--- src/rtl/core/safenc_pkg.sv ---
`timescale 1ns / 1ps
// ----------------------------------------------------------------------------
// safenc_pkg
// Types, byte positions and character codes for the servo command frame
// encoder.
// ----------------------------------------------------------------------------
package safenc_pkg;

  typedef struct packed {
    logic signed [15:0] angle_centideg;
    logic        [15:0] move_time_ms;
  } in_t;

  typedef struct packed {
    logic [7:0] out_byte;
    logic       last_of_item;
    logic       end_of_frame;
  } out_t;

  localparam int POS_W = 5;
  localparam int REM_W = 14;

  typedef logic [POS_W-1:0] pos_t;

  // byte positions within a full frame "{#iiiPppppTtttt!}"
  localparam pos_t POS_OPEN  = 5'd0;
  localparam pos_t POS_HASH  = 5'd1;
  localparam pos_t POS_P     = 5'd5;
  localparam pos_t POS_T     = 5'd10;
  localparam pos_t POS_BANG  = 5'd15;
  localparam pos_t POS_CLOSE = 5'd16;

  localparam logic [7:0] CH_OPEN  = 8'h7B;
  localparam logic [7:0] CH_HASH  = 8'h23;
  localparam logic [7:0] CH_P     = 8'h50;
  localparam logic [7:0] CH_T     = 8'h54;
  localparam logic [7:0] CH_BANG  = 8'h21;
  localparam logic [7:0] CH_CLOSE = 8'h7D;
  localparam logic [7:0] CH_ZERO  = 8'h30;

  localparam logic signed [15:0] ANGLE_MAX  = 16'sd13500;
  localparam logic signed [15:0] ANGLE_MIN  = -16'sd13500;
  localparam logic [15:0]        TIME_MAX   = 16'd9999;
  localparam logic [11:0]        PULSE_MID  = 12'd1500;
  localparam logic [11:0]        PULSE_MIN  = 12'd500;
  localparam logic [11:0]        PULSE_MAX  = 12'd2500;
  localparam logic [15:0]        ROUND_BIAS = 16'd27;
  // floor(x / 54) = (x * RECIP_54) >> RECIP_SH for x below 2^16
  localparam logic [16:0]        RECIP_54   = 17'd77673;
  localparam int                 RECIP_SH   = 22;

  // decimal weight of the digit at a byte position
  function automatic logic [REM_W-1:0] pos_weight(input pos_t pos);
    logic [REM_W-1:0] w;
    w = 14'd1;
    case (pos)
      5'd2:        w = 14'd100;
      5'd3:        w = 14'd10;
      5'd6, 5'd11: w = 14'd1000;
      5'd7, 5'd12: w = 14'd100;
      5'd8, 5'd13: w = 14'd10;
      default:     w = 14'd1;
    endcase
    return w;
  endfunction

endpackage

--- src/rtl/core/servo_angle_ascii_frame_encoder.sv ---
`timescale 1ns / 1ps
// The first byte of an item passes the item register and then the byte output register.
// Throughput: one byte per cycle while out_stall is low, set by the single byte output register;
// 15 bytes per item, 16 on the first or last joint of a frame, 17 when NUM_JOINTS is 1.
// The next request is taken in the cycle its predecessor's last byte is loaded.
// Reset (rst_n low, synchronous) clears the joint counter and all valid flags.
// ----------------------------------------------------------------------------
// servo_angle_ascii_frame_encoder
// Converts a joint angle and move time into the ASCII command #iiiPppppTtttt!
// with '{' before joint 0 and '}' after the last joint, one byte per cycle while out_stall is low.
// ----------------------------------------------------------------------------
module servo_angle_ascii_frame_encoder
  import safenc_pkg::*;
#(
  parameter int NUM_JOINTS = 6
) (
  input  logic clk,
  input  logic rst_n,
  input  logic in_valid,
  output logic in_stall,
  input  in_t  in_data,
  output logic out_valid,
  input  logic out_stall,
  output out_t out_data
);

  localparam int CNT_W = (NUM_JOINTS > 1) ? $clog2(NUM_JOINTS) : 1;

  // joint counter
  logic [CNT_W-1:0] cnt_r, cnt_nxt;
  logic             cnt_first, cnt_last;

  // item register
  logic             busy_r, busy_nxt;
  logic [CNT_W-1:0] id_r;
  logic [11:0]      pulse_r;
  logic [REM_W-1:0] time_r;
  logic             last_r;
  pos_t             pos_r, pos_nxt;
  logic [REM_W-1:0] rem_r, rem_nxt;

  // output register
  logic out_valid_r, out_valid_nxt;
  out_t out_data_r;

  // request path
  logic signed [15:0] ang_c;
  logic [13:0]        mag;
  logic [15:0]        num;
  logic [32:0]        prod;
  logic [10:0]        quo;
  logic [11:0]        pulse_raw, pulse_c;
  logic [REM_W-1:0]   time_c;

  // emit path
  logic             out_load, emit, item_done, in_acc;
  pos_t             end_pos;
  logic [REM_W-1:0] weight, sub, wk;
  logic [3:0]       digit;
  logic [7:0]       byte_sel;

  assign cnt_first = (cnt_r == '0);
  assign cnt_last  = (cnt_r == CNT_W'(NUM_JOINTS - 1));

  always_comb begin
    if (in_data.angle_centideg > ANGLE_MAX) begin
      ang_c = ANGLE_MAX;
    end else if (in_data.angle_centideg < ANGLE_MIN) begin
      ang_c = ANGLE_MIN;
    end else begin
      ang_c = in_data.angle_centideg;
    end
    mag       = ang_c[15] ? 14'(-ang_c) : ang_c[13:0];
    num       = {mag, 2'b00} + ROUND_BIAS;
    prod      = 33'(num) * 33'(RECIP_54);
    quo       = prod[RECIP_SH+10:RECIP_SH];
    pulse_raw = ang_c[15] ? (PULSE_MID - 12'(quo)) : (PULSE_MID + 12'(quo));
    if (pulse_raw < PULSE_MIN) begin
      pulse_c = PULSE_MIN;
    end else if (pulse_raw > PULSE_MAX) begin
      pulse_c = PULSE_MAX;
    end else begin
      pulse_c = pulse_raw;
    end
    time_c = (in_data.move_time_ms > TIME_MAX) ? 14'(TIME_MAX) : in_data.move_time_ms[13:0];
  end

  assign out_load  = !out_valid_r || !out_stall;
  assign emit      = busy_r && out_load;
  assign end_pos   = last_r ? POS_CLOSE : POS_BANG;
  assign item_done = emit && (pos_r == end_pos);
  assign in_stall  = busy_r && !item_done;
  assign in_acc    = in_valid && !in_stall;

  // one decimal digit per cycle from the remainder register, unless the output stalls
  always_comb begin
    weight = pos_weight(pos_r);
    digit  = 4'd0;
    sub    = '0;
    for (int k = 1; k <= 9; k++) begin
      wk = weight * REM_W'(k);
      if (rem_r >= wk) begin
        digit = 4'(k);
        sub   = wk;
      end
    end
  end

  always_comb begin
    case (pos_r)
      POS_OPEN:  byte_sel = CH_OPEN;
      POS_HASH:  byte_sel = CH_HASH;
      POS_P:     byte_sel = CH_P;
      POS_T:     byte_sel = CH_T;
      POS_BANG:  byte_sel = CH_BANG;
      POS_CLOSE: byte_sel = CH_CLOSE;
      default:   byte_sel = CH_ZERO + {4'd0, digit};
    endcase
  end

  always_comb begin
    cnt_nxt       = cnt_r;
    busy_nxt      = busy_r;
    pos_nxt       = pos_r;
    rem_nxt       = rem_r;
    out_valid_nxt = out_valid_r;
    if (out_load) begin
      out_valid_nxt = busy_r;
    end
    if (emit) begin
      pos_nxt = pos_r + 5'd1;
      case (pos_r)
        POS_HASH: rem_nxt = {{(REM_W-CNT_W){1'b0}}, id_r};
        POS_P:    rem_nxt = {2'b00, pulse_r};
        POS_T:    rem_nxt = time_r;
        POS_OPEN, POS_BANG, POS_CLOSE: rem_nxt = rem_r;
        default:  rem_nxt = rem_r - sub;
      endcase
    end
    if (item_done) begin
      busy_nxt = 1'b0;
    end
    if (in_acc) begin
      busy_nxt = 1'b1;
      pos_nxt  = cnt_first ? POS_OPEN : POS_HASH;
      cnt_nxt  = cnt_last ? '0 : cnt_r + CNT_W'(1);
    end
  end

  always_ff @(posedge clk) begin
    if (!rst_n) begin
      cnt_r       <= '0;
      busy_r      <= 1'b0;
      pos_r       <= POS_OPEN;
      out_valid_r <= 1'b0;
    end else begin
      cnt_r       <= cnt_nxt;
      busy_r      <= busy_nxt;
      pos_r       <= pos_nxt;
      out_valid_r <= out_valid_nxt;
    end
  end

  always_ff @(posedge clk) begin
    rem_r <= rem_nxt;
    if (in_acc) begin
      id_r    <= cnt_r;
      pulse_r <= pulse_c;
      time_r  <= time_c;
      last_r  <= cnt_last;
    end
    if (emit) begin
      out_data_r.out_byte     <= byte_sel;
      out_data_r.last_of_item <= (pos_r == end_pos);
      out_data_r.end_of_frame <= (pos_r == POS_CLOSE);
    end
  end

  assign out_valid = out_valid_r;
  assign out_data  = out_data_r;

`ifndef SYNTHESIS
  a_stall_when_blocked: assert property (@(posedge clk) disable iff (!rst_n)
    busy_r && out_valid_r && out_stall |-> in_stall)
    else $error("request taken while item blocked");

  a_eof_is_last: assert property (@(posedge clk) disable iff (!rst_n)
    out_valid_r && out_data_r.end_of_frame |-> out_data_r.last_of_item)
    else $error("frame end not marked as last byte");

  a_pos_range: assert property (@(posedge clk) disable iff (!rst_n)
    busy_r |-> pos_r <= POS_CLOSE)
    else $error("byte position out of range");

  a_digit_range: assert property (@(posedge clk) disable iff (!rst_n)
    busy_r && pos_r != POS_OPEN && pos_r != POS_HASH && pos_r != POS_P &&
    pos_r != POS_T && pos_r != POS_BANG && pos_r != POS_CLOSE |-> rem_r < 10 * weight)
    else $error("remainder exceeds digit weight");

  a_done_frees: assert property (@(posedge clk) disable iff (!rst_n)
    item_done && !in_valid |=> !busy_r)
    else $error("item still busy after last byte");
`endif

endmodule
--- config.mk ---
export PLATFORM = sky130hd
export DESIGN_NAME = servo_angle_ascii_frame_encoder
export DESIGN_NICKNAME = d
export VERILOG_FILES = /design/src/rtl/core/safenc_pkg.sv /design/src/rtl/core/servo_angle_ascii_frame_encoder.sv
export SDC_FILE = /design/constraint.sdc
export NUM_CORES = 1
export LEC_CHECK = 0
export BUFFER_PORTS_ARGS = -buffer_cell sky130_fd_sc_hd__buf_2
export CORE_MARGIN = 4
export CORE_UTILIZATION = 55
export CTS_BUF_LIST = sky130_fd_sc_hd__clkbuf_4
export DETAILED_ROUTE_END_ITERATION = 12
export PLACE_DENSITY_LB_ADDON = 0.2
export SLEW_MARGIN = 20
export SYNTH_ARGS = -nofsm -noshare
export SYNTH_HDL_FRONTEND = slang
export SYNTH_SLANG_ARGS = --single-unit
--- constraint.sdc ---
create_clock -name clk -period 12.2 [get_ports clk]
set_input_delay 0.61 -clock clk [delete_from_list [all_inputs] [get_ports clk]]
set_output_delay 0.61 -clock clk [all_outputs]
set_load 0.01 [all_outputs]
==> reports/results.ini <==
[worst_setup_path]
worstSetupEndpointType=flip-flop
rrSetupSlack_ns=3.85
worstRegToRegCells=32
worstSetupPathType=primary input to flip-flop
cpPeakStageDelay_ns=0.52
timing.rr.end=rem_r[12]$_DFFE_PP_
cp_common_cell=nor2_1
startpoint_type=primary input
timing.rr.start=pos_r[4]$_SDFFE_PN0N_
path_delay_family=adder cells
startpoint=in_data[20]
critical_path_required_ns=12.36
slowest_stage=fa_1
timing.critical_path.buf_inv=7
worstPathMaxFanout=6
arrival_ns=11.51

[hold_path]
hold_class=primary input to flip-flop
hold_end=busy_r$_SDFFE_PN0P_
hold_depth=3
min_from=in_valid

[logic_synthesis]
dominantRegCellSynth=edfxtp_1
synthMuxAreaShare_pct=1.109
synth_top_area_share_pct=24.02
synth_xor_area_share_pct=4.591
yosysWarnings=0
async_reset_ff_share_pct=0
synth_area_leaders=ha_1, fa_1, edfxtp_1, inv_1, o21ai_0
synth_top_family_by_area=adder cells
synth.ff_latch_count=69
synth.distinct_cells=98
synth_cells=1475
ys_top_cells_by_count=ha_1, inv_1, nor2_1
syn_area_per_cell_um2=8.795
synth-edff-count=53
synth_largest_area_cell=ha_1
netlist_area_um2=12970
yosys.area_share.simple_pct=14.64
syn_nets=1851
synth_most_common_cell=ha_1
synth_compound_area_share_pct=19.98
synth_fa_ha_area_share_pct=38.06
ys_seq_area_share_pct=14.74

[detailed_routing]
vias=10710
routedWlPerCell_um=17.11
drt-total-wl_um=31400
drt_first_pass_iters=5
vias_per_cell=5.837
ant_nets=0
drtIter0Drc=721
drc=0

[final_layout]
n_antenna_cell=0
synthToLayoutAreaGrowth_pct=6.375
nets=1893
layout-drive-gt1-share_pct=7.819

[global_routing]
grt_pass1_wl_um=52790
grt_usage_pct=24.14
grt_max_degree=38
grt_overflow=0
grt_pass1_vias=10602
antenna_found_initial=0

[clock_network]
clock_latency_ns=0.40
cts.clk_slew.worst_paths_ns=0.11
cts_made_buffers=9
cts-root-buf=clkbuf_4
postCtsHoldBufs=0
cts_sinks=69
post_cts_resized=0
postCtsSetupBuffers=0
clk_path_buf_depth=2
cts_max_level=3
tritoncts=yes

[place]
dp_hpwl_um=26160
port_buffers=46
gp_congestion=0.9174

[sta]
fin_setup_tns_ns=0
tightest_slew_ns=0.9576
min_period_ns=11.36
skew_ns=0.01677
rsz0062_at_grt=no
fin_crit_sh_pct=93.10
slew-limit-headroom_pct=36.06
setup_viol=0
hold_viol_final=0
drv_slew=0
fmax_ghz=0.08805

[floorplan]
dieArea_um2=26110
start_util_pct=56.61
die_w_um=161.6
die_h_um=161.6
io_pins=48
num_rows=55
core_area_um2=22920

[flow_run]
cap_violations=0

[run_status]
outcome=completed

worst max-delay path by stage:
stage,end,slack [ns],cells after the start
CTS,pulse_r[10]$_SDFFCE_PP0P_,0.89,46
global placement,pulse_r[2]$_SDFFCE_PP1P_,0.65,46
finish,pulse_r[10]$_SDFFCE_PP0P_,0.84,51
detailed placement,pulse_r[10]$_SDFFCE_PP0P_,0.45,46
global route,pulse_r[10]$_SDFFCE_PP0P_,0.04,51
floorplan,pulse_r[2]$_SDFFCE_PP1P_,0.62,49
stage by stage:
stage | instances | util (%) | cell area, µm² | hold slack (ns) | setup WS, ns
finish | 1835 | 60.22 | 13800 | 0.4312 | 0.8424
global route | 1835 | 60.22 | 13800 | 0.3994 | 0.03900
CTS | 1835 | 60.18 | 13790 | 0.4120 | 0.8869
detailed placement | 1819 | 59.51 | 13640 | 0.4715 | 0.4487
global placement | 1819 | 59.51 | 13640 | 0.4684 | 0.6451
floorplan | 1475 | - | 12970 | 0.4519 | 0.6245
registers in the layout (all words and copies together) (netlist names), named ones only:
name,cells
rem_r,14
time_r,14
pulse_r,12
out_data,9
pos_r,5
cnt_r,3
id_r,3
busy_r,1
last_r,1
out_valid,1
tightest hold or removal path, stage by stage:
cell and delay (ns):
buf_2 0.09, nor2_1 0.04, nor2_1 0.07
logic make-up after synthesis:
family	Yosys count
AND/OR/NAND/NOR	375
XOR/XNOR	68
AO/OA/AOI/OAI	377
multiplexers	14
flip-flops	69
buffers and inverters	231
other	1
adder cells (fa/ha/maj)	340
cell usage in the layout (no fill, tap or decap), types with 11 or more instances in the layout:
master / count
a211oi_1: 15
a21boi_0: 13
a21o_1: 36
a21oi_1: 70
a31oi_1: 16
and2_1: 15
buf_2: 46
buf_4: 22
dfxtp_1: 16
edfxtp_1: 53
fa_1: 91
ha_1: 249
inv_1: 189
mux2i_1: 11
nand2_1: 95
nand2b_1: 24
nand3_1: 14
nand4_1: 12
nor2_1: 96
nor2b_1: 11
nor3_1: 35
o211ai_1: 12
o21a_1: 21
o21ai_0: 88
o31ai_1: 11
or3_1: 13
xnor2_1: 43
xor2_1: 25
layout make-up:
class,count,area (µm²)
multi-input cells,1175,10210
fillers,2040,9116
flip-flops and latches,69,1912
inverters,194,733.2
repair buffers,68,395.4
well taps,313,391.6
clock inverters,6,77.57
clock buffers,10,75.07
metal layers:
metal,vias up,track usage (%),share of wire [%]
li1,5365,-,-
met2,211,42.89,50
met3,46,2.118,3.1
met4,0,6.010,2.2
met1,5088,31.84,45
met5,-,0,0
Power is left out: the tool's default activity adds up to more than one toggle a clock period on the data nets, which glitch-free logic cannot reach.
